[config.mk]
export PLATFORM = sky130hd
export DESIGN_NAME = waveform_classifier
export DESIGN_NICKNAME = d
export VERILOG_FILES = /design/src/hw/rtl/wfc_pkg.sv /design/src/hw/rtl/wfc_div.sv /design/src/hw/rtl/wfc_scan.sv /design/src/hw/rtl/waveform_classifier.sv
export SDC_FILE = /design/constraint.sdc
export NUM_CORES = 1
export LEC_CHECK = 0
export BUFFER_PORTS_ARGS = -buffer_cell sky130_fd_sc_hd__buf_4
export CAP_MARGIN = 20
export CELL_PAD_IN_SITES_DETAIL_PLACEMENT = 0
export CELL_PAD_IN_SITES_GLOBAL_PLACEMENT = 1
export CORE_MARGIN = 5
export CORE_UTILIZATION = 45
export CTS_CLUSTER_DIAMETER = 150
export DETAILED_ROUTE_END_ITERATION = 8
export PLACE_DENSITY = 0.83
export SLEW_MARGIN = 10
export SYNTH_ARGS = -nofsm -noshare
export SYNTH_HDL_FRONTEND = slang
export SYNTH_HIERARCHICAL = 1
export SYNTH_SLANG_ARGS = --single-unit
export TNS_END_PERCENT = 1
[constraint.sdc]
create_clock -name clock -period 7.27 [get_ports clock]
set_input_delay 0.3635 -clock clock [delete_from_list [all_inputs] [get_ports clock]]
set_output_delay 0.3635 -clock clock [all_outputs]
set_load 0.005 [all_outputs]
[src/hw/rtl/wfc_pkg.sv]
// Shared types and constants for the waveform classifier.
package wfc_pkg;

   localparam int unsigned SampleWidth  = 10;
   localparam int unsigned StampWidth   = 32;
   localparam int unsigned FreqWidth    = 24;
   localparam int unsigned CsrIdxWidth  = 4;
   localparam int unsigned WindowDefault = 10;

   // Sixteenths of a hertz per microsecond of period
   localparam logic [FreqWidth-1:0] TicksQ4 = 24'd16000000;

   localparam logic [SampleWidth-1:0] SampleMax = 10'd1023;

   // Configuration register indexes
   localparam logic [CsrIdxWidth-1:0] CSR_CROSSING_LEVEL = 4'd0;
   localparam logic [CsrIdxWidth-1:0] CSR_ABRUPT_LEVEL   = 4'd1;
   localparam logic [CsrIdxWidth-1:0] CSR_SMOOTH_LEVEL   = 4'd2;
   localparam logic [CsrIdxWidth-1:0] CSR_SLOPE_LEVEL    = 4'd3;

   localparam logic [SampleWidth-1:0] CrossingReset = 10'd511;
   localparam logic [SampleWidth-1:0] AbruptReset   = 10'd205;
   localparam logic [SampleWidth-1:0] SmoothReset   = 10'd61;
   localparam logic [SampleWidth-1:0] SlopeReset    = 10'd41;

   typedef enum logic [1:0] {
      CLASS_SQUARE   = 2'd0,
      CLASS_SINE     = 2'd1,
      CLASS_TRIANGLE = 2'd2,
      CLASS_UNKNOWN  = 2'd3
   } wave_class_type;

   // Step thresholds handed to the window scanner
   typedef struct packed {
      logic [SampleWidth-1:0] abrupt;
      logic [SampleWidth-1:0] smooth;
      logic [SampleWidth-1:0] slope;
   } levels_type;

endpackage

[src/hw/rtl/wfc_div.sv]
// Restoring divider: one quotient bit a cycle of the fixed tick count by a period.
module wfc_div import wfc_pkg::*; (
   input  logic                  clock,
   input  logic                  reset,
   input  logic                  start,
   input  logic [StampWidth-1:0] divisor,
   output logic                  busy,
   output logic [FreqWidth-1:0]  quotient
);

   localparam int unsigned BitWidth = $clog2(FreqWidth);

   logic                  busy_ff, busy_in;
   logic [BitWidth-1:0]   bit_ff, bit_in;
   logic [StampWidth-1:0] dvs_ff, dvs_in;
   logic [StampWidth-1:0] rem_ff, rem_in;
   logic [FreqWidth-1:0]  quo_ff, quo_in;
   logic [StampWidth:0]   trial;
   logic [StampWidth:0]   diff;
   logic                  fits;

   always_comb begin
      trial = {rem_ff, TicksQ4[bit_ff]};
      diff  = trial - {1'b0, dvs_ff};
      fits  = trial >= {1'b0, dvs_ff};
   end

   always_comb begin
      busy_in = busy_ff;
      bit_in  = bit_ff;
      dvs_in  = dvs_ff;
      rem_in  = rem_ff;
      quo_in  = quo_ff;
      if (start) begin
         busy_in = 1'b1;
         bit_in  = BitWidth'(FreqWidth - 1);
         dvs_in  = divisor;
         rem_in  = '0;
         quo_in  = '0;
      end else if (busy_ff) begin
         rem_in = fits ? diff[StampWidth-1:0] : trial[StampWidth-1:0];
         quo_in = {quo_ff[FreqWidth-2:0], fits};
         bit_in = bit_ff - 1'b1;
         if (bit_ff == '0) begin
            busy_in = 1'b0;
         end
      end
   end

   always_ff @(posedge clock) begin
      if (reset) begin
         busy_ff <= 1'b0;
      end else begin
         busy_ff <= busy_in;
      end
      bit_ff <= bit_in;
      dvs_ff <= dvs_in;
      rem_ff <= rem_in;
      quo_ff <= quo_in;
   end

   assign busy     = busy_ff;
   assign quotient = quo_ff;

   // The partial remainder always stays below the divisor
   a_rem_below_divisor : assert property (@(posedge clock) disable iff (reset)
      busy_ff && !$past(start) |-> rem_ff < dvs_ff)
      else $error("divider remainder not below divisor");

endmodule

[src/hw/rtl/wfc_scan.sv]
// Window scanner: walks the sample window oldest first, one entry a cycle.
module wfc_scan import wfc_pkg::*; #(
   parameter int unsigned WINDOW = WindowDefault
) (
   input  logic                         clock,
   input  logic                         reset,
   input  logic                         start,
   input  logic [$clog2(WINDOW)-1:0]    start_slot,
   input  levels_type                   levels,
   output logic [$clog2(WINDOW)-1:0]    rd_idx,
   input  logic [SampleWidth-1:0]       rd_data,
   output logic                         busy,
   output wave_class_type               wave_class
);

   localparam int unsigned IdxWidth = $clog2(WINDOW);
   localparam int unsigned CntWidth = $clog2(WINDOW + 1);
   localparam int unsigned AbrWidth = $clog2(WINDOW);
   localparam int unsigned Half     = WINDOW / 2;

   logic                          busy_ff, busy_in;
   logic [CntWidth-1:0]           cnt_ff, cnt_in;
   logic [IdxWidth-1:0]           idx_ff, idx_in;
   logic [SampleWidth-1:0]        prev_ff, prev_in;
   logic signed [SampleWidth:0]   pd_ff, pd_in;
   logic [AbrWidth-1:0]           abr_ff, abr_in;
   logic                          smooth_ff, smooth_in;
   logic                          steady_ff, steady_in;
   wave_class_type                class_ff, class_in;

   logic signed [SampleWidth:0]   step;
   logic signed [SampleWidth+1:0] bend;
   logic [SampleWidth-1:0]        step_mag;
   logic [SampleWidth:0]          bend_mag;

   always_comb begin
      step     = $signed({1'b0, rd_data}) - $signed({1'b0, prev_ff});
      bend     = $signed({step[SampleWidth], step}) - $signed({pd_ff[SampleWidth], pd_ff});
      step_mag = step[SampleWidth] ? SampleWidth'(-step) : step[SampleWidth-1:0];
      bend_mag = bend[SampleWidth+1] ? (SampleWidth+1)'(-bend) : bend[SampleWidth:0];
   end

   always_comb begin
      busy_in   = busy_ff;
      cnt_in    = cnt_ff;
      idx_in    = idx_ff;
      prev_in   = prev_ff;
      pd_in     = pd_ff;
      abr_in    = abr_ff;
      smooth_in = smooth_ff;
      steady_in = steady_ff;
      class_in  = class_ff;
      if (start) begin
         busy_in   = 1'b1;
         cnt_in    = '0;
         idx_in    = start_slot;
         abr_in    = '0;
         smooth_in = 1'b1;
         steady_in = 1'b1;
      end else if (busy_ff) begin
         if (cnt_ff < CntWidth'(WINDOW)) begin
            prev_in = rd_data;
            idx_in  = (idx_ff == IdxWidth'(WINDOW - 1)) ? '0 : idx_ff + 1'b1;
            cnt_in  = cnt_ff + 1'b1;
            if (cnt_ff != '0) begin
               pd_in = step;
               if (step_mag > levels.abrupt) begin
                  abr_in = abr_ff + 1'b1;
               end
               if (step_mag > levels.smooth) begin
                  smooth_in = 1'b0;
               end
               if (cnt_ff > CntWidth'(1) && bend_mag > {1'b0, levels.slope}) begin
                  steady_in = 1'b0;
               end
            end
         end else begin
            // all entries seen: settle the class
            busy_in = 1'b0;
            priority if (abr_ff > AbrWidth'(Half)) begin
               class_in = CLASS_SQUARE;
            end else if (smooth_ff) begin
               class_in = CLASS_SINE;
            end else if (steady_ff) begin
               class_in = CLASS_TRIANGLE;
            end else begin
               class_in = CLASS_UNKNOWN;
            end
         end
      end
   end

   always_ff @(posedge clock) begin
      if (reset) begin
         busy_ff <= 1'b0;
      end else begin
         busy_ff <= busy_in;
      end
      cnt_ff    <= cnt_in;
      idx_ff    <= idx_in;
      prev_ff   <= prev_in;
      pd_ff     <= pd_in;
      abr_ff    <= abr_in;
      smooth_ff <= smooth_in;
      steady_ff <= steady_in;
      class_ff  <= class_in;
   end

   assign rd_idx     = idx_ff;
   assign busy       = busy_ff;
   assign wave_class = class_ff;

   a_cnt_in_range : assert property (@(posedge clock) disable iff (reset)
      busy_ff && !$past(start) |-> cnt_ff <= CntWidth'(WINDOW) && idx_ff < IdxWidth'(WINDOW))
      else $error("scan counter or index out of range");

endmodule

[src/hw/rtl/waveform_classifier.sv]
// Waveform classifier top level: sample state, sequencer and result register.
// A request transfer starts the window scan and, when it marks a crossing with a nonzero
// interval, the period divider; the two run in parallel and the result is then registered.
// No new item is taken until the last one is through, which is put off while a finished result waits.
// A waiting result is held in the output register while the next item is worked on.
// Synchronous reset restores the default levels, zeroes the window and clears extrema.
module waveform_classifier import wfc_pkg::*; #(
   parameter int unsigned WINDOW = WindowDefault
) (
   input  logic                   clock,
   input  logic                   reset,
   input  logic                   req_valid,
   output logic                   req_ready,
   input  logic [SampleWidth-1:0] req_sample,
   input  logic [StampWidth-1:0]  req_stamp_us,
   input  logic                   req_clear_extrema,
   output logic                   rsp_valid,
   input  logic                   rsp_ready,
   output logic [SampleWidth-1:0] rsp_amplitude,
   output logic [1:0]             rsp_wave_class,
   output logic [FreqWidth-1:0]   rsp_frequency_q4,
   input  logic                   csr_wen,
   input  logic [CsrIdxWidth-1:0] csr_index,
   input  logic [SampleWidth-1:0] csr_wdata
);

   localparam int unsigned IdxWidth = $clog2(WINDOW);

   typedef enum logic [1:0] {
      ST_IDLE = 2'b01,
      ST_BUSY = 2'b10
   } state_type;

   state_type              state_ff, state_in;
   logic [SampleWidth-1:0] cross_lvl_ff;
   levels_type             levels_ff;
   logic [SampleWidth-1:0] window_ff [WINDOW];
   logic [IdxWidth-1:0]    slot_ff, slot_in;
   logic [SampleWidth-1:0] max_ff, max_in;
   logic [SampleWidth-1:0] min_ff, min_in;
   logic [SampleWidth-1:0] prior_ff;
   logic [StampWidth-1:0]  cross_time_ff;
   logic [FreqWidth-1:0]   freq_ff;
   logic                   div_used_ff;
   logic                   rsp_valid_ff;
   logic [SampleWidth-1:0] amp_ff;
   wave_class_type         class_out_ff;
   logic [FreqWidth-1:0]   freq_out_ff;

   logic                   accept;
   logic                   crossed;
   logic [StampWidth-1:0]  dt;
   logic                   div_start;
   logic                   finish;
   logic [SampleWidth-1:0] max_base, min_base;
   logic [FreqWidth-1:0]   freq_next;
   logic [IdxWidth-1:0]    scan_idx;
   logic                   scan_busy, div_busy;
   wave_class_type         scan_class;
   logic [FreqWidth-1:0]   div_quot;

   assign accept = req_valid && req_ready;

   always_comb begin
      crossed = (prior_ff > cross_lvl_ff && req_sample <= cross_lvl_ff) ||
                (prior_ff < cross_lvl_ff && req_sample >= cross_lvl_ff);
      dt        = req_stamp_us - cross_time_ff;
      div_start = accept && crossed && (dt != '0);
      slot_in   = (slot_ff == IdxWidth'(WINDOW - 1)) ? '0 : slot_ff + 1'b1;
      max_base  = req_clear_extrema ? '0 : max_ff;
      min_base  = req_clear_extrema ? SampleMax : min_ff;
      max_in    = (req_sample > max_base) ? req_sample : max_base;
      min_in    = (req_sample < min_base) ? req_sample : min_base;
      freq_next = div_used_ff ? div_quot : freq_ff;
   end

   // Leave the busy state once both units are done and the output stage is free
   assign finish = (state_ff == ST_BUSY) && !scan_busy && !div_busy &&
                   (!rsp_valid_ff || rsp_ready);

   always_comb begin
      state_in = state_ff;
      unique case (state_ff)
         ST_IDLE: begin
            if (accept) begin
               state_in = ST_BUSY;
            end
         end
         ST_BUSY: begin
            if (finish) begin
               state_in = ST_IDLE;
            end
         end
         default: state_in = ST_IDLE;
      endcase
   end

   always_ff @(posedge clock) begin
      if (reset) begin
         state_ff      <= ST_IDLE;
         rsp_valid_ff  <= 1'b0;
         cross_lvl_ff  <= CrossingReset;
         levels_ff     <= '{abrupt: AbruptReset, smooth: SmoothReset, slope: SlopeReset};
         slot_ff       <= '0;
         max_ff        <= '0;
         min_ff        <= SampleMax;
         prior_ff      <= '0;
         cross_time_ff <= '0;
         freq_ff       <= '0;
         div_used_ff   <= 1'b0;
         for (int i = 0; i < WINDOW; i++) begin
            window_ff[i] <= '0;
         end
      end else begin
         state_ff <= state_in;
         if (csr_wen) begin
            unique case (csr_index)
               CSR_CROSSING_LEVEL: cross_lvl_ff     <= csr_wdata;
               CSR_ABRUPT_LEVEL:   levels_ff.abrupt <= csr_wdata;
               CSR_SMOOTH_LEVEL:   levels_ff.smooth <= csr_wdata;
               CSR_SLOPE_LEVEL:    levels_ff.slope  <= csr_wdata;
               default: ;
            endcase
         end
         if (accept) begin
            window_ff[slot_ff] <= req_sample;
            slot_ff            <= slot_in;
            max_ff             <= max_in;
            min_ff             <= min_in;
            prior_ff           <= req_sample;
            div_used_ff        <= div_start;
            if (crossed) begin
               cross_time_ff <= req_stamp_us;
            end
         end
         if (finish) begin
            freq_ff <= freq_next;
         end
         if (finish) begin
            rsp_valid_ff <= 1'b1;
         end else if (rsp_ready) begin
            rsp_valid_ff <= 1'b0;
         end
      end
   end

   // Result payload
   always_ff @(posedge clock) begin
      if (finish) begin
         amp_ff       <= (max_ff >= min_ff) ? max_ff - min_ff : '0;
         class_out_ff <= scan_class;
         freq_out_ff  <= freq_next;
      end
   end

   wfc_scan #(
      .WINDOW(WINDOW)
   ) u_scan (
      .clock      (clock),
      .reset      (reset),
      .start      (accept),
      .start_slot (slot_in),
      .levels     (levels_ff),
      .rd_idx     (scan_idx),
      .rd_data    (window_ff[scan_idx]),
      .busy       (scan_busy),
      .wave_class (scan_class)
   );

   wfc_div u_div (
      .clock    (clock),
      .reset    (reset),
      .start    (div_start),
      .divisor  (dt),
      .busy     (div_busy),
      .quotient (div_quot)
   );

   // Refuse transfers while reset is held
   assign req_ready        = (state_ff == ST_IDLE) && !reset;
   assign rsp_valid        = rsp_valid_ff;
   assign rsp_amplitude    = amp_ff;
   assign rsp_wave_class   = class_out_ff;
   assign rsp_frequency_q4 = freq_out_ff;

   a_units_idle_when_ready : assert property (@(posedge clock) disable iff (reset)
      state_ff == ST_IDLE |-> !scan_busy && !div_busy)
      else $error("unit busy while accepting requests");

   a_result_from_busy : assert property (@(posedge clock) disable iff (reset)
      $rose(rsp_valid_ff) |-> $past(state_ff == ST_BUSY) && state_ff == ST_IDLE)
      else $error("result raised outside completion");

   a_freq_bound : assert property (@(posedge clock) disable iff (reset)
      rsp_valid_ff |-> rsp_frequency_q4 <= TicksQ4)
      else $error("frequency above bound");

endmodule
==> summary.txt, run 1 <==
Via count = 18.7k
Synth unique cells = 95
Simple-gate share of the synthesized area = 15.1%
Final hold vios = 0
Die W = 248 um
DRT Pass-1 Iters = 5
Max Cap Violations = 0
TNS Setup = 0 ns
TritonCTS clock tree = done
Required time of the critical path = 7.79 ns
Clock Latency Late Sink = 0.59 ns
Vias in the first global route = 18.3k
Initial DRC Count = 1400
I/O pin cnt = 100
Die area = 61400 um2
ANT nets after route = 0
Worst-path maximum fanout = 11
CORE AREA = 56200 um2
Cell Pwr Density = 316 nW/um2
CP max stage delay = 0.55 ns
Buffers on Ports = 99
Initial antenna violation count = 0
Mean Syn Cell Area = 10.2 um2
DRC Markers = 0
Place WS = 0.301 ns
Asr flop ratio synth = 0%
Inst Count DP = 3264
Synth Net Count = 2736
Leakage = 11.4 nW
WL final = 59700 um
Setup ws final = 0.575 ns
GRT Overall Usage = 19.3%
Status = finished, final reports clean
P_int = 0.00592 W
Clock Power Share = 28.9%
Ant diodes = 0
Ys Warns = 6
Fraction of layout cells with a size suffix above 1 = 13.0%
Synth Area in Compound Gates = 12.6%
Syn-to-layout area delta = 13.0%
Crit path time final = 6.70 ns
RSZ-0062 raised after global routing = false
Period utilisation layout = 92.1%
Post-synthesis mux area share = 9.35%
Setup slack, reg-to-reg = 0.57 ns
Main combinational cell family by area after synthesis = simple AND/OR/NAND/NOR gates
CP startpoint kind = flop
Clk buf depth = 3
Row count = 87
Area share of fa/ha/maj cells after synthesis = 8.90%
Clock sinks = 463
Xor and xnor area share after synthesis = 2.93%
Gpl congestion = 0.891
Final setup fails = 0
H-tree levels = 2
Sw frac = 34.9%
Combinational fraction of design power = 36.6%
Multi-input logic area = 12500 um2
Largest net degree at the start of global routing = 87
Actual slew at the worst max-slew pin = 1.05 ns
Die Y = 248 um
Crit Path Category = flop to flop
Synth Cell Area = 25400 um2
Main flop type after synthesis = edfxtp_1
Final nets = 2813
CTS Buf Count = 52
EDFF count, synth = 255
Crit. End Element = flop
Psw = 0.00317 W
Cell Count, Final, Fillers Out = 3373
Layout Utilization = 51.2%
Reg area = 11800 um2
Initial Util = 45.3%
Seq/Total Area, Yosys = 46.5%
Reg power frac = 34.4%
Syn Inst Count = 2496
HP Class = input pin to flop
Max Freq = 0.149 GHz
Crit path cell chain = buf_12 -> buf_4 -> mux4_2 -> mux4_2 -> fa_1 -> a21o_1 -> a21oi_2 -> o21ai_0 -> o41ai_1 -> xnor2_1 -> ha_1 -> nor4b_1 -> a31oi_1 -> o211ai_1 -> nor3b_1 -> a41oi_1 -> xnor2_1 -> ha_1 -> a211o_1 -> a2111oi_1 -> o41ai_1 -> a211o_1 -> nand3_1
Arrival time of the worst setup path = 7.22 ns
First-pass GRT wire length = 96700 um
Clk_skew = 0.0242 ns
CP max-delay cell = mux4_2
Buffers & Inverters on Critical Path = 2
Fillers = 5098
Slew margin rel. = 29.7%
Clock-pin slew on the worst setup and hold paths = 0.06 ns
CP delay by family, top = compound AO/OA/AOI/OAI gates
Clock root buffer master = clkbuf_16
HPWL Detailed = 42900 um
Max IR drop VDD = 187 uV
Overflow after GRT = 0
DR vias/cell = 5.53
Synthesis-stage register bit count = 463
Max Slew Vio Count = 0
Worst hold slack = 0.0383 ns
DR WL/cell = 17.7 um
[per-layer routing]
metal	global-route usage [%]	vias to the layer above	wire [um]	share of wire [%]
met5	0	-	0	0
met4	5.37	0	1500	2.5
met3	3.08	92	3540	5.9
met2	31.4	514	26900	45
met1	27.0	8946	27700	46
li1	-	9111	-	-
[cell families (layout without fill, tap and decap cells)]
group                    count (synthesis)  after routing
XOR/XNOR                                85             85
adder cells (fa/ha/maj)                178            178
AND/OR/NAND/NOR                        829            829
multiplexers                           172            172
AO/OA/AOI/OAI                          468            468
flip-flops                             463            463
buffers and inverters                  301            422
[cell usage in the layout (no fill, tap or decap), drive strengths merged, types with 26 or more instances in the layout]
cell type,instances
clkbuf,61
mux4,50
mux2i,96
nand2b,33
nand4,29
edfxtp,255
inv,194
dfxtp,208
nor2b,35
nand3,40
buf,129
nor2,316
ha,173
clkinv,28
a21oi,132
a21o,43
mux2,26
xnor2,58
nand2,223
nor3,31
xor2,27
and2,27
o21ai,81
a211oi,28
[sequential cells by signal, indices dropped and copies added (netlist names), 4 cells and up]
register	cells
min_ff	10
u_scan/rd_idx	4
freq_ff	24
max_ff	10
window_ff	160
rsp_frequency_q4	24
u_div/rem_ff	32
u_scan/pd_ff	11
levels_ff	30
slot_ff	4
u_scan/cnt_ff	4
u_div/bit_ff	5
u_div/quotient	24
prior_ff	10
u_scan/prev_ff	10
u_div/dvs_ff	32
u_scan/abr_ff	4
cross_time_ff	32
cross_lvl_ff	10
rsp_amplitude	10
[worst min-delay path, cell delays in order]
cell and delay, ns:
buf_4 0.09, mux2i_1 0.06, nor2_1 0.07
[stage by stage]
stage	power (W)	area (um2)
4_1_cts	0.00912	28700
3_3_place_gp	0.00637	26900
5_1_grt	0.00969	28800
2_1_floorplan	0.00571	25400
3_5_place_dp	0.00645	26900
6_report	0.00909	28800
[layout make-up]
| class | instances | area share, % |
|---|---|---|
| Clock inverter | 37 | 1.22 |
| Clock buffer | 61 | 4.82 |
| Sequential cell | 463 | 41.1 |
| Tap cell | 756 | 3.29 |
| Timing Repair Buffer | 131 | 3.61 |
| Multi-Input combinational cell | 1732 | 43.4 |
| Inverter | 193 | 2.52 |
[worst paths after layout]
check	cells after the start	endpoint	start
max	23	u_scan/steady_ff	u_scan/rd_idx[0]
min	3	cross_time_ff[16]	req_stamp_us[16]
max reg2reg	23	u_scan/steady_ff	u_scan/rd_idx[0]
min reg2reg	0	rsp_wave_class[1]	u_scan/wave_class[1]
[power groups by stage]
stage	clock, W	sequential [W]	combinational (W)
floorplan	0	0.00312	0.00259
global placement	0	0.00318	0.00319
detailed placement	0	0.00319	0.00326
CTS	0.00270	0.00313	0.00329
global route	0.00282	0.00315	0.00372
finish	0.00263	0.00313	0.00333
[cell usage after synthesis, drive strengths merged (6+ instances only)]
| cell type | n | area, um2 |
|---|---|---|
| a21o | 43 | 323 |
| xor2 | 27 | 236 |
| o21ai | 81 | 417 |
| or2 | 11 | 71.3 |
| mux2 | 26 | 293 |
| o21a | 18 | 136 |
| a211o | 19 | 166 |
| o22ai | 6 | 43.8 |
| o31ai | 8 | 70.1 |
| a21boi | 7 | 52.6 |
| or3 | 12 | 75.1 |
| a2111oi | 9 | 91.3 |
| ha | 173 | 2160 |
| nor2 | 316 | 1190 |
| a211oi | 28 | 230 |
| buf | 26 | 138 |
| nor3b | 10 | 75.1 |
| nor3 | 31 | 155 |
| a311oi | 18 | 170 |
| o41ai | 6 | 78.8 |
| and3 | 15 | 93.8 |
| xnor2 | 58 | 508 |
| mux4 | 50 | 1130 |
| nand2b | 33 | 206 |
| a31oi | 16 | 106 |
| mux2i | 96 | 961 |
| a31o | 6 | 52.6 |
| o21bai | 14 | 105 |
| inv | 191 | 717 |
| nand3 | 40 | 200 |
| a21oi | 132 | 672 |
| nor4 | 9 | 62.6 |
| and2 | 27 | 169 |
| clkbuf | 82 | 308 |
| nor2b | 35 | 219 |
| nand3b | 17 | 128 |
| dfxtp | 208 | 4160 |
| nand2 | 223 | 840 |
| a22o | 10 | 87.6 |
| edfxtp | 255 | 7660 |
| nand4 | 29 | 181 |
| o211ai | 14 | 105 |
[repair_timing]
| action | 4_1_cts | 5_1_grt |
|---|---|---|
| hold buffers | 2 | 0 |
| endpoints found under the hold margin | 2 | 0 |
| setup endpoints to repair | 0 | 1 |
| setup buffers | 0 | 3 |
| resized for setup | 0 | 2 |
(Power assumes the default switching activity.)
==> run 2, diff against run 1 <==
--- a/config.mk
+++ b/config.mk
@@ -10,10 +10,10 @@
 export CELL_PAD_IN_SITES_DETAIL_PLACEMENT = 0
 export CELL_PAD_IN_SITES_GLOBAL_PLACEMENT = 1
 export CORE_MARGIN = 5
-export CORE_UTILIZATION = 45
+export CORE_UTILIZATION = 50
 export CTS_CLUSTER_DIAMETER = 150
 export DETAILED_ROUTE_END_ITERATION = 8
-export PLACE_DENSITY = 0.83
+export PLACE_DENSITY = 0.87
 export SLEW_MARGIN = 10
 export SYNTH_ARGS = -nofsm -noshare
 export SYNTH_HDL_FRONTEND = slang
==> constraint.sdc (replaced) <==
create_clock -name clock -period 7.5 [get_ports clock]
set_input_delay 0.375 -clock clock [delete_from_list [all_inputs] [get_ports clock]]
set_output_delay 0.375 -clock clock [all_outputs]
set_load 0.005 [all_outputs]
==> run 2 against run 1 <==
  * Worst setup slack worse by 0.052 ns
  * Hold slack better by 0.0013 ns
  * Routed wire length is 0.44% lower
  * Power is 5.3% lower
  * Register-to-register slack worse by 0.05 ns
==> summary.txt, run 2 (synthesized netlist as in run 1, its figures left out) <==
M2 GR Usage = 33.2% (+1.7 points)
CORE AREA = 50300 um2 (-10%)
Clk buf depth = 3 (unchanged)
Met3 usage in global routing = 2.88% (-0.20 points)
Buffers on Ports = 99 (unchanged)
Crit Path Category = flop to flop
Busiest grt layer = met2
Overflow after GRT = 0 (unchanged)
Syn-to-layout area delta = 11.7%
CP max-delay cell = mux4_2
H-tree levels = 2 (unchanged)
Clk_skew = 0.0153 ns (-0.00887 ns)
Vias in the first global route = 17.9k (-2.4%)
Actual slew at the worst max-slew pin = 1.08 ns (+0.0318 ns)
Final nets = 2810 (-0.11%)
Period utilisation layout = 93.0% (+0.93 points)
Slew margin rel. = 27.5% (-2.1 points)
Fraction of layout cells with a size suffix above 1 = 12.5% (-0.46 points)
Max Slew Vio Count = 0 (unchanged)
Crit. End Element = flop
Die W = 236 um (-4.9%)
TNS Setup = 0 ns (unchanged)
Die Y = 236 um (-4.9%)
M1 GR Usage = 30.5% (+3.5 points)
First-pass GRT wire length = 96000 um (-0.68%)
Gpl congestion = 0.867 (-2.7%)
Worst-path maximum fanout = 27 (+16)
Clock sinks = 463 (unchanged)
Cell Pwr Density = 303 nW/um2 (-4.2%)
WL final = 59400 um (-0.44%)
Status = finished, final reports clean
Commonest cells after routing, fill and taps aside = 315 x nor2_1, 255 x edfxtp_1, 222 x nand2_1
Commonest non-fill, non-tap cell in the layout = nor2_1
Arrival time of the worst setup path = 7.49 ns (+0.27 ns)
Crit path cell chain = buf_4 -> mux4_2 -> mux4_2 -> fa_1 -> a21o_1 -> a21oi_2 -> o21ai_0 -> o41ai_1 -> xnor2_1 -> ha_1 -> o31a_1 -> o21ai_2 -> a31oi_2 -> nor2_1 -> a21oi_1 -> ha_1 -> nor2b_1 -> o21a_1 -> o21ai_0 -> a21oi_1 -> a2111oi_1 -> o41ai_1 -> a211o_1 -> nand3_1
HPWL Detailed = 43100 um (+0.60%)
Crit path time final = 6.98 ns (+0.282 ns)
Final hold vios = 0 (unchanged)
Via count = 18.7k (+0.42%)
Leakage = 11.3 nW (-0.83%)
ANT nets after route = 0 (unchanged)
DRT Pass-1 Iters = 7 (+2)
I/O pin cnt = 100 (unchanged)
DRC Markers = 0 (unchanged)
Final setup fails = 0 (unchanged)
Multi-input logic area = 12500 um2 (about the same)
Clock-pin slew on the worst setup and hold paths = 0.06 ns (about the same)
Max reg flops = 160 (unchanged)
Row count = 82 (-5.7%)
CP max stage delay = 0.54 ns (about the same)
Largest net degree at the start of global routing = 83 (-4.6%)
TritonCTS clock tree = done
Initial Util = 50.6% (+5.3 points)
Post-layout total power = 0.00861 W (-5.3%)
CP startpoint kind = flop
Required time of the critical path = 8.01 ns (+0.22 ns)
Max Freq = 0.143 GHz (-4.0%)
HP Class = input pin to flop
Reg with most FFs = window_ff
Ant diodes = 0 (unchanged)
CTS Buf Count = 49 (-5.8%)
Fillers = 4350 (-15%)
Die area = 55500 um2 (-9.6%)
Clock Latency Late Sink = 0.58 ns (about the same)
Clock root buffer master = clkbuf_16
Initial antenna violation count = 0 (unchanged)
CTS Hold Bufs = 0 (-2)
Initial DRC Count = 1465 (+4.6%)
GRT Overall Usage = 20.8% (+1.5 points)
RSZ-0062 raised after global routing = false
DR WL/cell = 18.1 um (+2.3%)
Max IR drop VDD = 168 uV (-10%)
DR vias/cell = 5.71 (+3.2%)
Reg area = 11800 um2 (unchanged)
Max Cap Violations = 0 (unchanged)
-- run 2: final cells by class --
| cell class | count | area share (%) |
|---|---|---|
| clock inverters | 24 | 0.805 |
| well taps | 672 | 2.96 |
| inverters | 193 | 2.55 |
| multi-input cells | 1732 | 43.9 |
| flip-flops and latches | 463 | 41.6 |
| clock buffers | 67 | 4.66 |
| repair buffers | 131 | 3.52 |
-- run 2: worst paths after layout --
| kind | cells past startpoint | endpoint | startpoint | slack (ns) |
|---|---|---|---|---|
| hold / removal | 2 | cross_lvl_ff[3] | csr_wdata[3] | 0.04 |
| hold reg to reg | 0 | rsp_wave_class[1] | u_scan/wave_class[1] | 0.42 |
| setup / recovery | 24 | u_scan/steady_ff | u_scan/rd_idx[1] | 0.52 |
| setup reg to reg | 24 | u_scan/steady_ff | u_scan/rd_idx[1] | 0.52 |
-- run 2: worst max-delay path, delay by kind of cell, from the launching register on --
family                   cells  cell delay [ns]
AO/OA/AOI/OAI               14             3.25
XOR/XNOR                     1             0.28
adder cells (fa/ha/maj)      3             1.20
buffers and inverters        1             0.43
flip-flops                   1             0.53
multiplexers                 2             0.93
AND/OR/NAND/NOR              3             0.28
-- run 2: metrics by stage --
stage / instance area, um2 / std cells / utilization (%) / setup slack (ns) / hold slack, ns
3_5_place_dp: 26800 / 3182 / 53.3 / 0.162 / 0.406
4_1_cts: 28400 / 3273 / 56.4 / 0.126 / 0.00133
6_report: 28400 / 3282 / 56.6 / 0.523 / 0.0396
5_1_grt: 28400 / 3282 / 56.6 / 0.0863 / 0.0277
3_3_place_gp: 26800 / 3180 / 53.3 / 0.345 / 0.408
2_1_floorplan: 25400 / 2496 / - / 0.731 / 0.400
-- run 2: routing by layer --
layer,up-vias,wire length [um]
met5,-,0
met3,72,3230
met1,9062,28200
met2,512,27100
li1,9096,-
met4,0,932
-- run 2: repair_timing --
item	4_1_cts	5_1_grt
setup buffers	0	6
endpoints found under the setup margin	0	1
gates resized for setup	0	1
-- run 2: power by group --
| part | switching, W | total, W | internal (W) |
|---|---|---|---|
| Sequential | 0.000149 | 0.00304 | 0.00289 |
| Clock | 0.000991 | 0.00237 | 0.00138 |
| Combinational | 0.00187 | 0.00320 | 0.00133 |
==> run 3, diff against run 2 <==
--- a/config.mk
+++ b/config.mk
@@ -5,15 +5,15 @@
 export SDC_FILE = /design/constraint.sdc
 export NUM_CORES = 1
 export LEC_CHECK = 0
-export BUFFER_PORTS_ARGS = -buffer_cell sky130_fd_sc_hd__buf_4
 export CAP_MARGIN = 20
 export CELL_PAD_IN_SITES_DETAIL_PLACEMENT = 0
 export CELL_PAD_IN_SITES_GLOBAL_PLACEMENT = 1
 export CORE_MARGIN = 5
-export CORE_UTILIZATION = 50
+export CORE_UTILIZATION = 51
 export CTS_CLUSTER_DIAMETER = 150
 export DETAILED_ROUTE_END_ITERATION = 8
-export PLACE_DENSITY = 0.87
+export DONT_BUFFER_PORTS = 1
+export PLACE_DENSITY = 0.78
 export SLEW_MARGIN = 10
 export SYNTH_ARGS = -nofsm -noshare
 export SYNTH_HDL_FRONTEND = slang
==> constraint.sdc (replaced) <==
create_clock -name clock -period 7.35 [get_ports clock]
set_input_delay 0.3675 -clock clock [delete_from_list [all_inputs] [get_ports clock]]
set_output_delay 0.3675 -clock clock [all_outputs]
set_load 0.005 [all_outputs]
==> run 3 against run 2 <==
  * Power increased by 6.2%
  * First-iteration DRC count increased by 3.6%
  * Clock power increased by 15%
  * Global-route usage increased by 1.6 points
  * Die area decreased by 1.9%
  * Worst setup slack improved by 0.021 ns
  * Clock skew increased by 0.020 ns
  * Sequential cell count unchanged
  * Core utilization increased by 1.6 points
  * Sequential power increased by 2%
  * Cell area increased by 0.55%
  * Routed wire length increased by 3.8%
  * Critical path type unchanged
  * Largest power group unchanged
==> summary.txt, run 3 (synthesized netlist as in run 1, its figures left out) <==
Status = finished, final reports clean
RSZ-0062 raised after global routing = false
Worst-path maximum fanout = 12 (-56%)
Actual slew at the worst max-slew pin = 1.15 ns (+0.0677 ns)
Die Y = 233 um (-0.94%)
Initial DRC Count = 1518 (+3.6%)
Worst r2r src = u_scan/rd_idx[0]
CP startpoint kind = flop
Arrival time of the worst setup path = 7.33 ns (-0.16 ns)
Clock Latency Late Sink = 0.60 ns (+0.02 ns)
HP Class = input pin to flop
Cell Area, Placed = 26000 um2 (-2.9%)
Crit Path Category = flop to flop
Max Slew Vio Count = 0 (unchanged)
GRT Overall Usage = 22.4% (+1.6 points)
Reg area = 11800 um2 (unchanged)
Setup crit end = u_scan/steady_ff
Required time of the critical path = 7.88 ns (-0.13 ns)
Max IR drop VDD = 298 uV (+77%)
Final nets = 2777 (-1.2%)
Max Freq = 0.147 GHz (+2.5%)
Initial antenna violation count = 0 (unchanged)
Setup ws final = 0.544 ns (+0.0214 ns)
H-tree levels = 2 (unchanged)
Worst setup path startpoint = u_scan/rd_idx[0]
Commonest non-fill, non-tap cell in the layout = nor2_1
Crit. End Element = flop
Place WS = 0.0486 ns (-0.113 ns)
Cell Count, Final, Fillers Out = 3245 (-1.1%)
Overflow after GRT = 0 (unchanged)
Gpl congestion = 0.865 (-0.25%)
DRT Pass-1 Iters = 5 (-2)
CP delay by family, top = compound AO/OA/AOI/OAI gates
Reg with most FFs = window_ff
Clock sinks = 463 (unchanged)
Inst Count DP = 3072 (-3.5%)
DR vias/cell = 5.73 (+0.42%)
Clk_skew = 0.0356 ns (+0.0203 ns)
Final instance area = 28600 um2 (+0.55%)
Setup slack, reg-to-reg = 0.54 ns (+0.02 ns)
Syn-to-layout area delta = 12.3%
Die W = 233 um (-0.94%)
Max reg flops = 160 (unchanged)
Clock root buffer master = clkbuf_16
Ant diodes = 0 (unchanged)
DR WL/cell = 19.0 um (+5.0%)
Reg2reg end = u_scan/steady_ff
CP Depth = 26 (+8.3%)
ANT nets after route = 0 (unchanged)
WL final = 61700 um (+3.8%)
Largest net degree at the start of global routing = 105 (+27%)
Fillers = 4121 (-5.3%)
Clock-pin slew on the worst setup and hold paths = 0.06 ns (about the same)
Fraction of layout cells with a size suffix above 1 = 9.53% (-3.0 points)
Final hold vios = 0 (unchanged)
Final setup fails = 0 (unchanged)
Multi-input logic area = 12500 um2 (+0.12%)
HPWL Detailed = 43000 um (-0.23%)
Buffers & Inverters on Critical Path = 4 (+3)
Buffers on Ports = 0 (-100%)
Row count = 81 (-1.2%)
First-pass GRT wire length = 98700 um (+2.8%)
CP max-delay cell = mux4_2
CTS Buf Count = 52 (+6.1%)
TNS Setup = 0 ns (unchanged)
Crit path time final = 6.81 ns (-0.171 ns)
Initial Util = 51.8% (+1.2 points)
Vias in the first global route = 18.2k (+1.8%)
Die area = 54500 um2 (-1.9%)
CP max stage delay = 0.50 ns (-0.04 ns)
R2R cell count = 26 (+8.3%)
Via count = 18.6k (-0.71%)
Slew margin rel. = 23.0% (-4.5 points)
DRC Markers = 0 (unchanged)
Max Cap Violations = 0 (unchanged)
Leakage = 11.2 nW (-0.86%)
I/O pin cnt = 100 (unchanged)
Cell Pwr Density = 320 nW/um2 (+5.6%)
TritonCTS clock tree = done
CORE AREA = 49200 um2 (-2.2%)
Period utilisation layout = 92.6% (-0.43 points)
Critical Path Most Common Cell = ha_1
Clk buf depth = 3 (unchanged)
Commonest cells after routing, fill and taps aside = 315 x nor2_1, 255 x edfxtp_1, 222 x nand2_1
Post-layout total power = 0.00914 W (+6.2%)
## run 3: worst min-delay path by stage
stage	start	endpoint	slack [ns]	depth (start not counted)
finish	csr_index[0]	cross_lvl_ff[2]	0.05	3
global route	csr_index[0]	cross_lvl_ff[2]	0.05	3
CTS	csr_index[1]	levels_ff[28]	0.08	3
detailed placement	u_scan/wave_class[1]	rsp_wave_class[1]	0.41	0
global placement	u_scan/wave_class[1]	rsp_wave_class[1]	0.41	0
floorplan	u_scan/wave_class[0]	rsp_wave_class[0]	0.40	0
## run 3: stage by stage
step,utilization [%],hold slack (ns)
2_1_floorplan,-,0.400
3_3_place_gp,53.0,0.405
3_5_place_dp,53.0,0.410
4_1_cts,57.8,0.0818
5_1_grt,58.2,0.0456
6_report,58.2,0.0514
## run 3: repair_timing
item                                    4_1_cts  5_1_grt
hold buffers                                 55        0
endpoints found under the setup margin        0        1
buffers inserted                              0       14
resized for setup                             0        2
hold endpoints to repair                    143        0
## run 3: worst min-delay path, delay by kind of cell
family             cells  cell delay (ns)
AOI/OAI and AO/OA      1             0.10
and+or+nand+nor        2             0.15
## run 3: report_power, final
| part | switching (W) | leakage [nW] | internal (W) |
|---|---|---|---|
| Clock | 0.00108 | 0.850 | 0.00164 |
| Sequential | 0.000150 | 4.14 | 0.00295 |
| Combinational | 0.00195 | 6.22 | 0.00138 |
## run 3: layout make-up
type | count | area share (%)
Clock buffer | 62 | 4.72
Clock inverter | 36 | 1.59
Inverter | 193 | 2.53
Multi-Input combinational cell | 1732 | 43.7
Sequential cell | 463 | 41.4
Tap cell | 664 | 2.91
Timing Repair Buffer | 95 | 3.15
## run 3: layer usage
metal / part of all wire [%] / wire length (um) / global-route usage, % / vias to the layer above
li1: - / - / - / 9040
met1: 47 / 29100 / 32.3 / 8940
met2: 45 / 27600 / 35.5 / 536
met3: 6.2 / 3840 / 4.01 / 92
met4: 1.9 / 1160 / 5.07 / 0
met5: 0 / 0 / 0 / -
